File: src/hdl/ppsc_pkg.sv
package ppsc_pkg;

    // angle units: 1/64 degree
    localparam int TURN         = 23040;
    localparam int HALF_TURN    = 11520;
    localparam int QUARTER_TURN = 5760;
    localparam int THIRD_TURN   = 7680;
    localparam int SIX_VOLTS    = 24576;

    // quarter-wave cosine table
    localparam int COS_DEPTH = 256;
    localparam int DB        = $clog2(COS_DEPTH);
    localparam int FULL      = 4 * COS_DEPTH;
    localparam int FB        = $clog2(FULL);

    // TURN is 45 << 9; floor(v / 45) = (v * RECIP_45) >> RECIP_SHIFT holds
    // exactly for v below 74898
    localparam int TURN_SHIFT  = 9;
    localparam int TURN_COARSE = 45;
    localparam int RECIP_45    = 23302;
    localparam int RECIP_SHIFT = 20;
    // bias makes the electrical angle positive and is a whole number of turns
    localparam int MOD_BIAS    = TURN * 512;
    // round(p * FULL / TURN) = floor((2p + 22) / 45) for this table depth
    localparam int IDX_OFFSET  = 22;

    localparam logic [63:0] Q30_ONE     = 64'd1073741824;
    localparam logic [63:0] HALF_PI_Q30 = 64'd1686629713;

    typedef logic [15:0] cos_rom_t [COS_DEPTH];

    typedef enum logic [2:0] {
        REG_ZERO_OFFSET     = 3'd0,
        REG_PAIR_COUNT      = 3'd1,
        REG_GAIN_P          = 3'd2,
        REG_GAIN_D          = 3'd3,
        REG_GAIN_I          = 3'd4,
        REG_INTEGRAL_LIMIT  = 3'd5,
        REG_VOLTAGE_LIMIT   = 3'd6,
        REG_COUNTS_PER_VOLT = 3'd7
    } reg_idx_t;

    typedef enum logic [2:0] {
        MUL_ELEC,
        MUL_GP,
        MUL_GD,
        MUL_GI,
        MUL_COS,
        MUL_DUTY
    } mul_sel_t;

    typedef struct packed {
        logic            load_in;
        logic            integ;
        logic            mul_en;
        mul_sel_t        mul_sel;
        logic            elec_ld;
        logic            sum_ld;
        logic            sum_acc;
        logic            prev_ld;
        logic            vq_ld;
        logic            ang_ld;
        logic            turn_ld;
        logic            pa_ld;
        logic            idx_ld;
        logic            cos_ld;
        logic            vinv_ld;
        logic            duty_ld;
        logic [1:0]      phase;
        logic            out_ld;
    } ppsc_cmd_t;

    // Taylor series in Q30, nine Horner terms, evaluated at elaboration
    function automatic cos_rom_t cos_rom_build();
        cos_rom_t    rom;
        logic [63:0] x;
        logic [63:0] x2;
        logic [63:0] c;
        logic [63:0] t;
        logic [63:0] r;
        for (int k = 0; k < COS_DEPTH; k++)
        begin
            x  = (HALF_PI_Q30 * 64'(k)) / COS_DEPTH;
            x2 = (x * x) >> 30;
            c  = Q30_ONE;
            t = ((x2 * c) >> 30) / 64'd306;
            c = (t > Q30_ONE) ? 64'd0 : Q30_ONE - t;
            t = ((x2 * c) >> 30) / 64'd240;
            c = (t > Q30_ONE) ? 64'd0 : Q30_ONE - t;
            t = ((x2 * c) >> 30) / 64'd182;
            c = (t > Q30_ONE) ? 64'd0 : Q30_ONE - t;
            t = ((x2 * c) >> 30) / 64'd132;
            c = (t > Q30_ONE) ? 64'd0 : Q30_ONE - t;
            t = ((x2 * c) >> 30) / 64'd90;
            c = (t > Q30_ONE) ? 64'd0 : Q30_ONE - t;
            t = ((x2 * c) >> 30) / 64'd56;
            c = (t > Q30_ONE) ? 64'd0 : Q30_ONE - t;
            t = ((x2 * c) >> 30) / 64'd30;
            c = (t > Q30_ONE) ? 64'd0 : Q30_ONE - t;
            t = ((x2 * c) >> 30) / 64'd12;
            c = (t > Q30_ONE) ? 64'd0 : Q30_ONE - t;
            t = ((x2 * c) >> 30) / 64'd2;
            c = (t > Q30_ONE) ? 64'd0 : Q30_ONE - t;
            r = (c + 64'd8192) >> 14;
            rom[k] = (r > 64'd65535) ? 16'hFFFF : r[15:0];
        end
        return rom;
    endfunction

    localparam cos_rom_t COS_ROM = cos_rom_build();

endpackage

File: src/hdl/ppsc_ctrl.sv
module ppsc_ctrl (
    input  logic                clk,
    input  logic                rst_n,
    input  logic                in_valid,
    output logic                in_ready,
    output logic                out_valid,
    input  logic                out_ready,
    output ppsc_pkg::ppsc_cmd_t cmd
);

    typedef enum logic [3:0] {
        S_IDLE,
        S_ELEC,
        S_MP,
        S_MD,
        S_MI,
        S_SUM,
        S_LIM,
        S_RED,
        S_RMD,
        S_IDX,
        S_LOOK,
        S_CM,
        S_VINV,
        S_DM,
        S_SAT,
        S_DONE
    } state_t;

    state_t                    state_reg;
    logic [1:0]                phase_reg;
    logic                      out_valid_reg;
    logic                      out_free;

    assign in_ready  = (state_reg == S_IDLE);
    assign out_valid = out_valid_reg;
    assign out_free  = !out_valid_reg || out_ready;

    always_ff @(posedge clk or negedge rst_n)
    begin
        if (!rst_n)
        begin
            state_reg     <= S_IDLE;
            phase_reg     <= '0;
            out_valid_reg <= 1'b0;
        end
        else
        begin
            if (state_reg == S_DONE && out_free)
                out_valid_reg <= 1'b1;
            else if (out_ready)
                out_valid_reg <= 1'b0;
            unique case (state_reg)
                S_IDLE:
                begin
                    if (in_valid)
                        state_reg <= S_ELEC;
                end
                S_ELEC: state_reg <= S_MP;
                S_MP:   state_reg <= S_MD;
                S_MD:   state_reg <= S_MI;
                S_MI:   state_reg <= S_SUM;
                S_SUM:  state_reg <= S_LIM;
                S_LIM:  state_reg <= S_RED;
                S_RED:  state_reg <= S_RMD;
                S_RMD:
                begin
                    phase_reg <= '0;
                    state_reg <= S_IDX;
                end
                S_IDX:  state_reg <= S_LOOK;
                S_LOOK: state_reg <= S_CM;
                S_CM:   state_reg <= S_VINV;
                S_VINV: state_reg <= S_DM;
                S_DM:   state_reg <= S_SAT;
                S_SAT:
                begin
                    if (phase_reg == 2'd2)
                        state_reg <= S_DONE;
                    else
                    begin
                        phase_reg <= phase_reg + 1'b1;
                        state_reg <= S_IDX;
                    end
                end
                S_DONE:
                begin
                    if (out_free)
                        state_reg <= S_IDLE;
                end
                default: state_reg <= S_IDLE;
            endcase
        end
    end

    always_comb
    begin
        cmd         = '0;
        cmd.mul_sel = ppsc_pkg::MUL_ELEC;
        cmd.phase   = phase_reg;
        unique case (state_reg)
            S_IDLE: cmd.load_in = in_valid;
            S_ELEC:
            begin
                cmd.integ   = 1'b1;
                cmd.mul_en  = 1'b1;
                cmd.mul_sel = ppsc_pkg::MUL_ELEC;
            end
            S_MP:
            begin
                cmd.elec_ld = 1'b1;
                cmd.mul_en  = 1'b1;
                cmd.mul_sel = ppsc_pkg::MUL_GP;
            end
            S_MD:
            begin
                cmd.sum_ld  = 1'b1;
                cmd.ang_ld  = 1'b1;
                cmd.mul_en  = 1'b1;
                cmd.mul_sel = ppsc_pkg::MUL_GD;
            end
            S_MI:
            begin
                cmd.sum_acc = 1'b1;
                cmd.prev_ld = 1'b1;
                cmd.mul_en  = 1'b1;
                cmd.mul_sel = ppsc_pkg::MUL_GI;
            end
            S_SUM:  cmd.sum_acc = 1'b1;
            S_LIM:  cmd.vq_ld   = 1'b1;
            S_RED:  cmd.turn_ld = 1'b1;
            S_RMD:  cmd.pa_ld   = 1'b1;
            S_IDX:  cmd.idx_ld  = 1'b1;
            S_LOOK: cmd.cos_ld  = 1'b1;
            S_CM:
            begin
                cmd.mul_en  = 1'b1;
                cmd.mul_sel = ppsc_pkg::MUL_COS;
            end
            S_VINV: cmd.vinv_ld = 1'b1;
            S_DM:
            begin
                cmd.mul_en  = 1'b1;
                cmd.mul_sel = ppsc_pkg::MUL_DUTY;
            end
            S_SAT:  cmd.duty_ld = 1'b1;
            S_DONE: cmd.out_ld  = out_free;
            default: cmd.load_in = 1'b0;
        endcase
    end

endmodule

File: src/hdl/ppsc_dp.sv
module ppsc_dp (
    input  logic                clk,
    input  logic                rst_n,
    input  ppsc_pkg::ppsc_cmd_t cmd,
    input  logic                cfg_we,
    input  logic [2:0]          cfg_addr,
    input  logic [23:0]         cfg_wdata,
    input  logic [15:0]         in_rotor_angle,
    input  logic [16:0]         in_position_error,
    output logic [15:0]         duty_a,
    output logic [15:0]         duty_b,
    output logic [15:0]         duty_c,
    output logic [15:0]         drive_voltage,
    output logic [14:0]         wrapped_error,
    output logic                integral_clamped
);

    localparam int FB = ppsc_pkg::FB;
    localparam int DB = ppsc_pkg::DB;

    // configuration
    logic signed [15:0] zero_offset_reg;
    logic [6:0]         pair_count_reg;
    logic signed [23:0] gain_p_reg;
    logic signed [23:0] gain_d_reg;
    logic signed [23:0] gain_i_reg;
    logic [19:0]        ilimit_reg;
    logic [14:0]        vlimit_reg;
    logic [23:0]        cpv_reg;

    // loop state
    logic signed [20:0] integ_reg;
    logic signed [14:0] prev_reg;

    // working registers
    logic signed [15:0] rot_reg;
    logic signed [14:0] err_reg;
    logic               clamp_reg;
    logic signed [24:0] elec_reg;
    logic signed [46:0] prod_reg;
    logic signed [47:0] sum_reg;
    logic signed [15:0] vq_reg;
    logic [24:0]        ang_reg;
    logic [9:0]         turn_reg;
    logic [14:0]        pa_reg;
    logic [FB-1:0]      idx_reg;
    logic signed [16:0] cos_reg;
    logic [16:0]        vinv_reg;
    logic [15:0]        duty_reg [3];

    // result register
    logic [15:0]        out_duty_reg [3];
    logic [15:0]        out_vq_reg;
    logic [14:0]        out_err_reg;
    logic               out_clamp_reg;

    // error wrap
    logic signed [17:0] ew0;
    logic signed [17:0] ew1;
    logic signed [14:0] err_wrapped;

    always_comb
    begin
        ew0 = {in_position_error[16], in_position_error};
        if (ew0 > 18'sd11520)
            ew1 = ew0 - 18'sd23040;
        else if (ew0 < -18'sd11520)
            ew1 = ew0 + 18'sd23040;
        else
            ew1 = ew0;
        if (ew1 > 18'sd11520)
            err_wrapped = 15'sd11520;
        else if (ew1 < -18'sd11520)
            err_wrapped = -15'sd11520;
        else
            err_wrapped = ew1[14:0];
    end

    // integral clamp
    logic signed [21:0] iacc;
    logic signed [21:0] ilim;

    assign iacc = {integ_reg[20], integ_reg} + {{7{err_reg[14]}}, err_reg};
    assign ilim = {2'b00, ilimit_reg};

    // shared multiplier
    logic signed [16:0] rot_rel;
    logic signed [15:0] err_diff;
    logic signed [24:0] mul_a;
    logic signed [21:0] mul_b;
    logic signed [46:0] mul_p;

    assign rot_rel  = {rot_reg[15], rot_reg} - {zero_offset_reg[15], zero_offset_reg};
    assign err_diff = {err_reg[14], err_reg} - {prev_reg[14], prev_reg};

    always_comb
    begin
        case (cmd.mul_sel)
            ppsc_pkg::MUL_ELEC:
            begin
                mul_a = {18'd0, pair_count_reg};
                mul_b = {{5{rot_rel[16]}}, rot_rel};
            end
            ppsc_pkg::MUL_GP:
            begin
                mul_a = {gain_p_reg[23], gain_p_reg};
                mul_b = {{7{err_reg[14]}}, err_reg};
            end
            ppsc_pkg::MUL_GD:
            begin
                mul_a = {gain_d_reg[23], gain_d_reg};
                mul_b = {{6{err_diff[15]}}, err_diff};
            end
            ppsc_pkg::MUL_GI:
            begin
                mul_a = {gain_i_reg[23], gain_i_reg};
                mul_b = {integ_reg[20], integ_reg};
            end
            ppsc_pkg::MUL_COS:
            begin
                mul_a = {{8{cos_reg[16]}}, cos_reg};
                mul_b = {{6{vq_reg[15]}}, vq_reg};
            end
            default:
            begin
                mul_a = {1'b0, cpv_reg};
                mul_b = {5'd0, vinv_reg};
            end
        endcase
    end

    assign mul_p = mul_a * mul_b;

    // voltage clamp, floor of sum / 1024
    logic signed [47:0] vq_raw;
    logic signed [47:0] vlim;
    logic signed [15:0] vq_next;

    assign vq_raw = sum_reg >>> 10;
    assign vlim   = {33'd0, vlimit_reg};

    always_comb
    begin
        if (vq_raw > vlim)
            vq_next = {1'b0, vlimit_reg};
        else if (vq_raw < -vlim)
            vq_next = -$signed({1'b0, vlimit_reg});
        else
            vq_next = vq_raw[15:0];
    end

    // angle modulo TURN: coarse part (bits 9 and up) modulo 45 by reciprocal
    logic [15:0] ang_hi;
    logic [30:0] turn_prod;
    logic [15:0] turn_sub;

    assign ang_hi    = ang_reg[24:ppsc_pkg::TURN_SHIFT];
    assign turn_prod = {15'd0, ang_hi} * 31'(ppsc_pkg::RECIP_45);
    assign turn_sub  = ang_hi - ({6'd0, turn_reg} * 16'(ppsc_pkg::TURN_COARSE));

    // per-phase angles after reduction of phase A
    logic [14:0] pa;
    logic [14:0] pb;
    logic [14:0] pc;

    assign pa = pa_reg;
    assign pb = (pa < 15'(ppsc_pkg::THIRD_TURN))
        ? pa + 15'(ppsc_pkg::TURN - ppsc_pkg::THIRD_TURN)
        : pa - 15'(ppsc_pkg::THIRD_TURN);
    assign pc = (pa >= 15'(ppsc_pkg::TURN - ppsc_pkg::THIRD_TURN))
        ? pa - 15'(ppsc_pkg::TURN - ppsc_pkg::THIRD_TURN)
        : pa + 15'(ppsc_pkg::THIRD_TURN);

    // rounded table index; the quotient can reach FULL and wraps to zero
    logic [14:0] psel;
    logic [15:0] idx_num;
    logic [30:0] idx_prod;

    always_comb
    begin
        case (cmd.phase)
            2'd0:    psel = pa;
            2'd1:    psel = pb;
            default: psel = pc;
        endcase
    end

    assign idx_num  = {psel, 1'b0} + 16'(ppsc_pkg::IDX_OFFSET);
    assign idx_prod = {15'd0, idx_num} * 31'(ppsc_pkg::RECIP_45);

    // table lookup with quadrant reflection
    logic [FB-1:0]      idx;
    logic [DB-1:0]      ridx;
    logic [DB-1:0]      rref;
    logic [15:0]        tdir;
    logic [15:0]        tref;
    logic signed [16:0] cos_next;

    assign idx  = idx_reg;
    assign ridx = idx[DB-1:0];
    assign rref = -ridx;
    assign tdir = ppsc_pkg::COS_ROM[ridx];
    assign tref = (ridx == '0) ? 16'd0 : ppsc_pkg::COS_ROM[rref];

    always_comb
    begin
        case (idx[FB-1:FB-2])
            2'd0:    cos_next = $signed({1'b0, tdir});
            2'd1:    cos_next = -$signed({1'b0, tref});
            2'd2:    cos_next = -$signed({1'b0, tdir});
            default: cos_next = $signed({1'b0, tref});
        endcase
    end

    // inverter voltage and duty saturation
    logic signed [17:0] vinv_full;
    logic [15:0]        duty_next;

    assign vinv_full = {prod_reg[32], prod_reg[32:16]} + 18'(ppsc_pkg::SIX_VOLTS);
    assign duty_next = (|prod_reg[46:36]) ? 16'hFFFF : prod_reg[35:20];

    always_ff @(posedge clk or negedge rst_n)
    begin
        if (!rst_n)
        begin
            zero_offset_reg <= -16'sd11475;
            pair_count_reg  <= 7'd11;
            gain_p_reg      <= '0;
            gain_d_reg      <= '0;
            gain_i_reg      <= '0;
            ilimit_reg      <= 20'd384000;
            vlimit_reg      <= 15'd12288;
            cpv_reg         <= 24'd21333;
            integ_reg       <= '0;
            prev_reg        <= '0;
        end
        else
        begin
            if (cfg_we)
            begin
                unique case (ppsc_pkg::reg_idx_t'(cfg_addr))
                    ppsc_pkg::REG_ZERO_OFFSET:     zero_offset_reg <= cfg_wdata[15:0];
                    ppsc_pkg::REG_PAIR_COUNT:      pair_count_reg  <= cfg_wdata[6:0];
                    ppsc_pkg::REG_GAIN_P:          gain_p_reg      <= cfg_wdata;
                    ppsc_pkg::REG_GAIN_D:          gain_d_reg      <= cfg_wdata;
                    ppsc_pkg::REG_GAIN_I:          gain_i_reg      <= cfg_wdata;
                    ppsc_pkg::REG_INTEGRAL_LIMIT:  ilimit_reg      <= cfg_wdata[19:0];
                    ppsc_pkg::REG_VOLTAGE_LIMIT:   vlimit_reg      <= cfg_wdata[14:0];
                    ppsc_pkg::REG_COUNTS_PER_VOLT: cpv_reg         <= cfg_wdata;
                    default:                       cpv_reg         <= cpv_reg;
                endcase
            end
            if (cmd.integ)
            begin
                if (iacc > ilim)
                    integ_reg <= ilim[20:0];
                else if (iacc < -ilim)
                    integ_reg <= -$signed(ilim[20:0]);
                else
                    integ_reg <= iacc[20:0];
            end
            if (cmd.prev_ld)
                prev_reg <= err_reg;
        end
    end

    always_ff @(posedge clk)
    begin
        if (cmd.load_in)
        begin
            rot_reg <= in_rotor_angle;
            err_reg <= err_wrapped;
        end
        if (cmd.integ)
            clamp_reg <= (iacc > ilim) || (iacc < -ilim);
        if (cmd.mul_en)
            prod_reg <= mul_p;
        if (cmd.elec_ld)
            elec_reg <= prod_reg[24:0] + 25'(ppsc_pkg::QUARTER_TURN);
        if (cmd.sum_ld)
            sum_reg <= {prod_reg[46], prod_reg};
        else if (cmd.sum_acc)
            sum_reg <= sum_reg + {prod_reg[46], prod_reg};
        if (cmd.vq_ld)
            vq_reg <= vq_next;
        if (cmd.ang_ld)
            ang_reg <= $unsigned(elec_reg) + 25'(ppsc_pkg::MOD_BIAS);
        if (cmd.turn_ld)
            turn_reg <= turn_prod[ppsc_pkg::RECIP_SHIFT +: 10];
        if (cmd.pa_ld)
            pa_reg <= {turn_sub[5:0], ang_reg[ppsc_pkg::TURN_SHIFT-1:0]};
        if (cmd.idx_ld)
            idx_reg <= idx_prod[ppsc_pkg::RECIP_SHIFT +: FB];
        if (cmd.cos_ld)
            cos_reg <= cos_next;
        if (cmd.vinv_ld)
            vinv_reg <= (vinv_full <= 18'sd0) ? 17'd0 : vinv_full[16:0];
        if (cmd.duty_ld)
        begin
            case (cmd.phase)
                2'd0:    duty_reg[0] <= duty_next;
                2'd1:    duty_reg[1] <= duty_next;
                default: duty_reg[2] <= duty_next;
            endcase
        end
        if (cmd.out_ld)
        begin
            out_duty_reg  <= duty_reg;
            out_vq_reg    <= vq_reg;
            out_err_reg   <= err_reg;
            out_clamp_reg <= clamp_reg;
        end
    end

    assign duty_a           = out_duty_reg[0];
    assign duty_b           = out_duty_reg[1];
    assign duty_c           = out_duty_reg[2];
    assign drive_voltage    = out_vq_reg;
    assign wrapped_error    = out_err_reg;
    assign integral_clamped = out_clamp_reg;

endmodule

File: src/hdl/position_pid_sine_commutation.sv
// channel   dir  handshake                      payload
// s_axis    in   s_axis_tvalid / s_axis_tready  rotor angle, position error
// m_axis    out  m_axis_tvalid / m_axis_tready  duties A/B/C, Vq, error, clamp flag
// cfg       in   cfg_we                          cfg_addr, cfg_wdata
//
// A request, once accepted, is worked out on a 25x22 multiplier shared by the
// PID terms, the electrical angle and both duty products, in this order: the
// loop, the angle reduction, then per phase index, table, cosine product,
// inverter voltage, duty product and saturation, and last the write-back.
// The input is ready again the cycle after the result is registered.
// Reset clears configuration to defaults, the integral and the last error.
// A finished result waits in the output register; the next request is
// accepted meanwhile and stalls only at its own write-back.
module position_pid_sine_commutation (
    input  logic        clk,
    input  logic        rst_n,
    input  logic        s_axis_tvalid,
    output logic        s_axis_tready,
    // [15:0] rotor_angle, [32:16] position_error, [39:33] zero
    input  logic [39:0] s_axis_tdata,
    output logic        m_axis_tvalid,
    input  logic        m_axis_tready,
    // [15:0] duty_a, [31:16] duty_b, [47:32] duty_c, [63:48] drive_voltage,
    // [78:64] wrapped_error, [79] integral_clamped
    output logic [79:0] m_axis_tdata,
    input  logic        cfg_we,
    input  logic [2:0]  cfg_addr,
    input  logic [23:0] cfg_wdata
);

    ppsc_pkg::ppsc_cmd_t cmd;

    ppsc_ctrl u_ctrl (
        .clk       (clk),
        .rst_n     (rst_n),
        .in_valid  (s_axis_tvalid),
        .in_ready  (s_axis_tready),
        .out_valid (m_axis_tvalid),
        .out_ready (m_axis_tready),
        .cmd       (cmd)
    );

    ppsc_dp u_dp (
        .clk               (clk),
        .rst_n             (rst_n),
        .cmd               (cmd),
        .cfg_we            (cfg_we),
        .cfg_addr          (cfg_addr),
        .cfg_wdata         (cfg_wdata),
        .in_rotor_angle    (s_axis_tdata[15:0]),
        .in_position_error (s_axis_tdata[32:16]),
        .duty_a            (m_axis_tdata[15:0]),
        .duty_b            (m_axis_tdata[31:16]),
        .duty_c            (m_axis_tdata[47:32]),
        .drive_voltage     (m_axis_tdata[63:48]),
        .wrapped_error     (m_axis_tdata[78:64]),
        .integral_clamped  (m_axis_tdata[79])
    );

endmodule
File: config.mk
export PLATFORM = sky130hd
export DESIGN_NAME = position_pid_sine_commutation
export DESIGN_NICKNAME = d
export VERILOG_FILES = /design/src/hdl/ppsc_pkg.sv /design/src/hdl/ppsc_ctrl.sv /design/src/hdl/ppsc_dp.sv /design/src/hdl/position_pid_sine_commutation.sv
export SDC_FILE = /design/constraint.sdc
export NUM_CORES = 2
export LEC_CHECK = 0
export BUFFER_PORTS_ARGS = -buffer_cell sky130_fd_sc_hd__buf_2
export CAP_MARGIN = 20
export CORE_ASPECT_RATIO = 1.1
export CORE_MARGIN = 2
export CORE_UTILIZATION = 65
export DETAILED_ROUTE_END_ITERATION = 16
export PLACE_DENSITY_LB_ADDON = 0.2
export SLEW_MARGIN = 20
export SYNTH_ARGS = -nofsm -noshare
export SYNTH_HDL_FRONTEND = slang
export SYNTH_SLANG_ARGS = --single-unit
File: constraint.sdc
create_clock -name clk -period 23.5 [get_ports clk]
set_clock_uncertainty 0.05 [all_clocks]
set_input_delay 0 -clock clk [delete_from_list [all_inputs] [get_ports clk]]
set_output_delay 0 -clock clk [all_outputs]
set_load 0.05 [all_outputs]
Word level (Yosys, flattened, before mapping)
Memory sizes are Yosys's and may differ from the RTL's.
Index checks and enable logic that the tools add are counted.
{ "op_classes": {"reduce_logical": 30, "mux": 44, "n_addsub": 23, "multipliers": 4, "order_cmp": 13, "bitwise": 3, "eq_ne": 33} }
{ "ops": {"columns": ["operator", "n"], "rows": [
  ["25-bit case mux with 5 select lines", 1],
  ["16-bit 2-to-1 mux", 7],
  ["22-bit case mux with 5 select lines", 1],
  ["48-bit 2-to-1 mux", 2],
  ["4-bit case mux with 16 select lines", 1],
  ["15-bit 2-to-1 mux", 4],
  ["16-bit by 14-bit multiplier with 29-bit output, second input constant", 2],
  ["17-bit case mux with 3 select lines", 1],
  ["48-bit adder", 1],
  ["38-bit by 48-bit less-than comparator with 1-bit output", 1],
  ["15-bit negator with 48-bit output", 1],
  ["25-bit by 22-bit multiplier with 47-bit output", 1],
  ["21-bit 2-to-1 mux", 2],
  ["38-bit by 16-bit > comparator with 1-bit output", 1],
  ["17-bit by 16-bit adder with 18-bit output, second input constant", 2],
  ["18-bit 2-to-1 mux", 2],
  ["16-bit negator with 17-bit output", 2],
  ["4-bit equality test, second input constant", 8],
  ["15-bit case mux with 2 select lines", 1],
  ["2-bit AND reduction", 13],
  ["25-bit by 13-bit adder with 25-bit output, second input constant", 1],
  ["25-bit by 24-bit adder with 25-bit output, second input constant", 1],
  ["4-bit case mux with 6 select lines", 1],
  ["21-bit by 15-bit adder with 22-bit output", 1],
  ["52 further kinds", 92]
]} }
{ "totals": {"inputBits": 72, "ff_bits": 587, "elab_cells": 189, "out_inout_bits": 82, "rom_bits": 8192, "mem_count": 2} }
{ "memory_table": {"columns": ["name", "words", "width", "read_ports", "rd_ports_with_merged_regs", "wr", "line", "rtl"], "rows": [
  ["(no name shown)", 256, 16, 1, 0, 0, "ppsc_dp.sv:202", "assign tdir = ppsc_pkg::COS_ROM[ridx];"],
  ["(no name shown)", 256, 16, 1, 0, 0, "ppsc_dp.sv:203", "assign tref = (ridx == '0) ? 16'd0 : ppsc_pkg::COS_ROM[rref];"]
]} }

Logic depth before layout (Yosys ltp)
{ "logic_depth": {"ltp_word": 8, "mapped_depth": 41, "mapped_depth_nobuf": 40} }

Cells and area by module
A second synthesis with hierarchy kept.
{ "hier_totals": {"cells_unflattened": 7460, "area_unflattened_um2": 68760.9} }
{ "modules_own_cells": {"columns": ["mod", "seq_area_each_um2", "cells_each", "area_per_inst_um2", "instances"], "rows": [
  ["ppsc_dp", 16382.0, 7388, 68204.2, 1],
  ["ppsc_ctrl", 175.2, 72, 556.8, 1]
]} }

Worst setup path before layout
No wires, ideal clock.
{ "synth_timing": {"kind": "reg-to-reg", "startpoint": "register u_ctrl.state_reg[3]", "endpoint": "register u_dp.prod_reg[46] (data pin)", "setup_time_ps": 259, "stages_incl_launch_ff": 35, "synth_period_minus_slack_ps": 10004, "slack_ps": 13496, "n_path_buf": 5, "arrival_time_ps": 9695, "required_ps": 23191, "cell_sequence": "dfrtp_1 clkbuf_1 or2_2 nor2_1 clkbuf_1 clkbuf_1 buf_1 a22oi_1 a31oi_1 clkbuf_1 nand2_1 fa_1 inv_1 fa_1 inv_1 fa_1 inv_1 fa_1 fa_1 fa_1 inv_1 fa_1 inv_1 ha_1 and3_1 and4_1 nand2_1 or4_1 o211ai_1 a211oi_1 o21a_1 o21ai_0 a221o_1 a21oi_1 xnor2_1"} }
{ "synth_via": {"elab_chain_len": 5, "word_cells_on_any_way": 15, "cone_classes": "mul (1); eq/ne (10); mux (3); reduce/logical (1)"} }
{ "synth_rtl": {"columns": ["element", "line", "rtl"], "rows": [
  ["from (decl)", "ppsc_ctrl.sv:30", "state_t state_reg;"],
  ["from (signal assigned)", "ppsc_ctrl.sv:43", "state_reg <= S_IDLE;"],
  ["from (signal assigned)", "ppsc_ctrl.sv:57", "state_reg <= S_ELEC;"],
  ["from (signal assigned)", "ppsc_ctrl.sv:59", "S_ELEC: state_reg <= S_MP;"],
  ["4-bit equality test, or another cell as far along", "ppsc_ctrl.sv:101", "unique case (state_reg)"],
  ["4-bit case mux with 6 select lines (*)", "ppsc_ctrl.sv:101", null],
  ["3-bit equality test, or another cell as far along", "ppsc_dp.sv:98", "case (cmd.mul_sel)"],
  ["25-bit case mux with 5 select lines or 22-bit case mux with 5 select lines (tied branches)", "ppsc_dp.sv:98", null],
  ["25-bit by 22-bit multiplier with 47-bit output (*)", "ppsc_dp.sv:132", "assign mul_p = mul_a * mul_b;"],
  ["via u_dp.mul_p[46]", "ppsc_dp.sv:91", "logic signed [46:0] mul_p;"],
  ["to (signal assigned)", "ppsc_dp.sv:277", "prod_reg <= mul_p;"],
  ["to (decl)", "ppsc_dp.sv:40", "logic signed [46:0] prod_reg;"]
]} }
Mark *: on every way through the listed nets, which the timed path passes. The rest lies on a longest branch.
A chain may end at the register's enable or synchronous reset.

Worst setup path in the final report
{ "layout_timing": {"startpoint": "register u_dp.zero_offset_reg[0]", "endpoint": "register u_dp.prod_reg[46] (data pin)"} }
{ "layout_via": {"elab_chain_len": 3} }
{ "layout_rtl": {"columns": ["element", "line", "rtl"], "rows": [
  ["from (decl)", "ppsc_dp.sv:22", "logic signed [15:0] zero_offset_reg;"],
  ["from (signal assigned)", "ppsc_dp.sv:226", "zero_offset_reg <= -16'sd11475;"],
  ["from (signal assigned)", "ppsc_dp.sv:242", "ppsc_pkg::REG_ZERO_OFFSET: zero_offset_reg <= cfg_wdata[15:0];"],
  ["16-bit by 16-bit subtractor with 17-bit output", "ppsc_dp.sv:93", "assign rot_rel = {rot_reg[15], rot_reg} - {zero_offset_reg[15], zero_offset_reg};"],
  ["22-bit case mux with 5 select lines", "ppsc_dp.sv:98", null],
  ["25-bit by 22-bit multiplier with 47-bit output", "ppsc_dp.sv:132", null],
  ["via u_dp.mul_p[46]", "ppsc_dp.sv:91", null]
]} }
The timed path passes the listed nets, and every way through them passes these cells.

==> impl_metrics.json <==
{
  "grt_setup_unrepaired": "false",
  "cpPeakStageDelay_ns": 0.61,
  "whs_endpoint": "u_dp.rot_reg[2]",
  "synth-seq-cells": 583,
  "cts_setup_buffers": 0,
  "die_area_um2": 109000,
  "grt_overflow": 0,
  "synth-edff-count": 386,
  "grt_pass1_vias": 58900,
  "final_nets": 8813,
  "root_buffer": "clkbuf_16",
  "dr.pass1.iters": 7,
  "grt_pass1_wl_um": 351000,
  "grt_util_all_layers": 0.423,
  "die_h_um": 345,
  "r2r-start": "u_dp.zero_offset_reg[0]",
  "clock_sinks": 583,
  "worstSetupPathType": "register to register",
  "synth-warning-count": 0,
  "cap_violations": 0,
  "hold_depth": 2,
  "ff2ff_path_depth": 38,
  "clk_pin_slew_ns": 0.07,
  "grt_max_degree": 143,
  "crit_path_end_kind": "register",
  "htreeDepth": 2,
  "synth_cell_types": 119,
  "yosysSeqAreaShare": 0.240,
  "die_w_um": 314,
  "io_buffers": 146,
  "clk_latency_ns": 0.66,
  "hp-start": "s_axis_tdata[2]",
  "async_reset_ff_frac": 0.338,
  "ant_nets": 0,
  "setup_viol": 0,
  "slew-limit-headroom": 0.209,
  "cts_tree": "yes",
  "antenna_found_initial": 14,
  "vias_per_cell": 6.63,
  "synthesis.area_um2": 68900,
  "fmaxAchievable_mhz": 81.9,
  "cts_buffer_depth": 3,
  "setup_tns_ns": 0,
  "vias": 59000,
  "finalWeightedCongestion": 1.04,
  "timing.final.crit_period_ns": 12.20,
  "critPathLaunch": "u_dp.zero_offset_reg[0]",
  "drt-initial-drc-count": 7451,
  "hold_ws_ns": 0.0240,
  "worst-path-max-fanout": 19,
  "outcome": "complete, no violations",
  "crit_top_cell": "fa_1",
  "hp-class": "input port to register",
  "syn-num-nets": 8804,
  "hold_viol_final": 0,
  "core_um2": 105000,
  "avgRoutedWirePerCell_um": 25.9,
  "worstPathArrival_ns": 12.54,
  "num_rows": 125,
  "slowest_stage": "clkinv_1",
  "drc": 0,
  "syn_to_final_growth_pct": 6.89,
  "synth_ff_type": "edfxtp_1",
  "ios": 154,
  "worstMarginPinSlew_ns": 1.17,
  "post-dp-hpwl_um": 172000,
  "start_util": 0.653,
  "synth_cells": 7448,
  "timing.final.crit_share": 0.519,
  "timing.rr.end": "u_dp.prod_reg[46]",
  "required_ns": 23.83,
  "numCtsBuffers": 59,
  "slew_viol_final": 0,
  "drive_gt1_frac": 0.0960,
  "wl_um": 231000,
  "startpoint_type": "register",
  "syn_area_per_cell_um2": 9.25,
  "reg2reg_slack_ns": 11.30
}
placed cells by master, fill, tap and decap left out, types with 29 or more instances in the layout:
cell type      instances
a211oi_1              73
a21o_1               106
a21oi_1              387
a22oi_1               45
a311oi_1              29
a31oi_1               63
and2_1                64
and3_1                62
buf_2                145
buf_4                133
clkbuf_16             61
dfrtp_1              168
dfstp_2               29
dlygate4sd3_1         72
edfxtp_1             386
fa_1                 670
ha_1                 611
inv_1                986
mux2_2               153
mux2i_1               65
nand2_1              720
nand2b_1             109
nand3_1              109
nand4_1               70
nor2_1               497
nor2b_1               93
nor3_1               115
nor4_1                37
o211ai_1              67
o21a_1                63
o21ai_0              339
o221ai_1              30
o22ai_1               41
o31ai_1               38
or2_2                 37
or3_1                 29
xnor2_1              171
xor2_1                80
synthesized netlist by cell type, types with 22 or more instances:
cell	count	share of area
inv_1	987	0.054
nand2_1	721	0.039
fa_1	670	0.19
ha_1	614	0.11
nor2_1	504	0.027
a21oi_1	388	0.028
edfxtp_1	386	0.17
o21ai_0	339	0.025
clkbuf_1	256	0.014
xnor2_1	174	0.022
dfrtp_1	168	0.061
mux2_2	153	0.025
nor3_1	124	0.0090
nand3_1	111	0.0081
nand2b_1	109	0.0099
a21o_1	106	0.012
nor2b_1	93	0.0084
buf_2	89	0.0065
xor2_1	80	0.010
a211oi_1	75	0.0082
nand4_1	70	0.0064
o211ai_1	67	0.0073
mux2i_1	65	0.0094
a31oi_1	64	0.0058
and2_1	64	0.0058
o21a_1	63	0.0069
and3_1	62	0.0056
a22oi_1	45	0.0049
o22ai_1	41	0.0037
nor4_1	39	0.0035
o31ai_1	39	0.0043
or2_2	37	0.0034
o221ai_1	30	0.0038
a311oi_1	29	0.0037
dfstp_2	29	0.011
or3_1	29	0.0026
a211o_1	27	0.0034
a221oi_1	26	0.0033
buf_1	25	0.0014
nor3b_1	25	0.0027
o21bai_1	23	0.0025
o311ai_0	22	0.0028
what timing repair did:
action | 4_1_cts | 5_1_grt
hold buffers | 73 | 0
hold endpoints to repair | 269 | 0
resized for setup | 0 | 0
worst max-delay path by stage:
stage	cells after the start	end
after global placement	38	u_dp.prod_reg[46]
final	38	u_dp.prod_reg[46]
after floorplan	34	u_dp.prod_reg[46]
after detailed placement	38	u_dp.prod_reg[46]
after global routing	38	u_dp.prod_reg[46]
after CTS	38	u_dp.prod_reg[46]
stage by stage:
| step | setup slack, ns | cell area [µm²] | cells | utilization |
|---|---|---|---|---|
| floorplan | 13.50 | 68900 | 7448 | - |
| global placement | 11.69 | 70800 | 8718 | 0.671 |
| detailed placement | 11.56 | 70800 | 8718 | 0.671 |
| CTS | 11.46 | 73600 | 8902 | 0.698 |
| global route | 10.88 | 73600 | 8904 | 0.698 |
| finish | 11.30 | 73600 | 8907 | 0.699 |
metal layers:
metal,vias to the layer above,global-route usage,share of wire
li1,25700,-,-
met1,28600,0.508,0.35
met2,3647,0.652,0.44
met3,1142,0.115,0.11
met4,18,0.313,0.096
met5,-,0,0.00053
cell families after synthesis:
logic type               count (synthesis)  synth area share
AND/OR/NAND/NOR                       2061             0.142
multiplexers                           234            0.0395
AO/OA/AOI/OAI                         1625             0.157
flip-flops                             583             0.240
adder cells (fa/ha/maj)               1284             0.306
XOR/XNOR                               258            0.0332
buffers and inverters                 1403            0.0813
final cells by class:
class | count | area [µm²]
multi-input cells | 5462 | 47000
well taps | 1397 | 1750
clock inverters | 38 | 468
flip-flops and latches | 583 | 16600
repair buffers | 355 | 2540
fillers | 8083 | 31800
diodes | 3 | 7.51
clock buffers | 73 | 1600
inverters | 996 | 3740
worst max-delay path: cells and delay by family (launching register included):
| family | cells | cell delay, ns |
|---|---|---|
| compound gates | 15 | 3.58 |
| xor+xnor | 1 | 0.14 |
| fa+ha+maj | 10 | 4.63 |
| buf+inv | 7 | 1.71 |
| flops | 1 | 0.54 |
| simple gates | 5 | 1.24 |
Power is not shown: default switching activity piles up to over one toggle a cycle in this logic, so the estimate is an artifact.
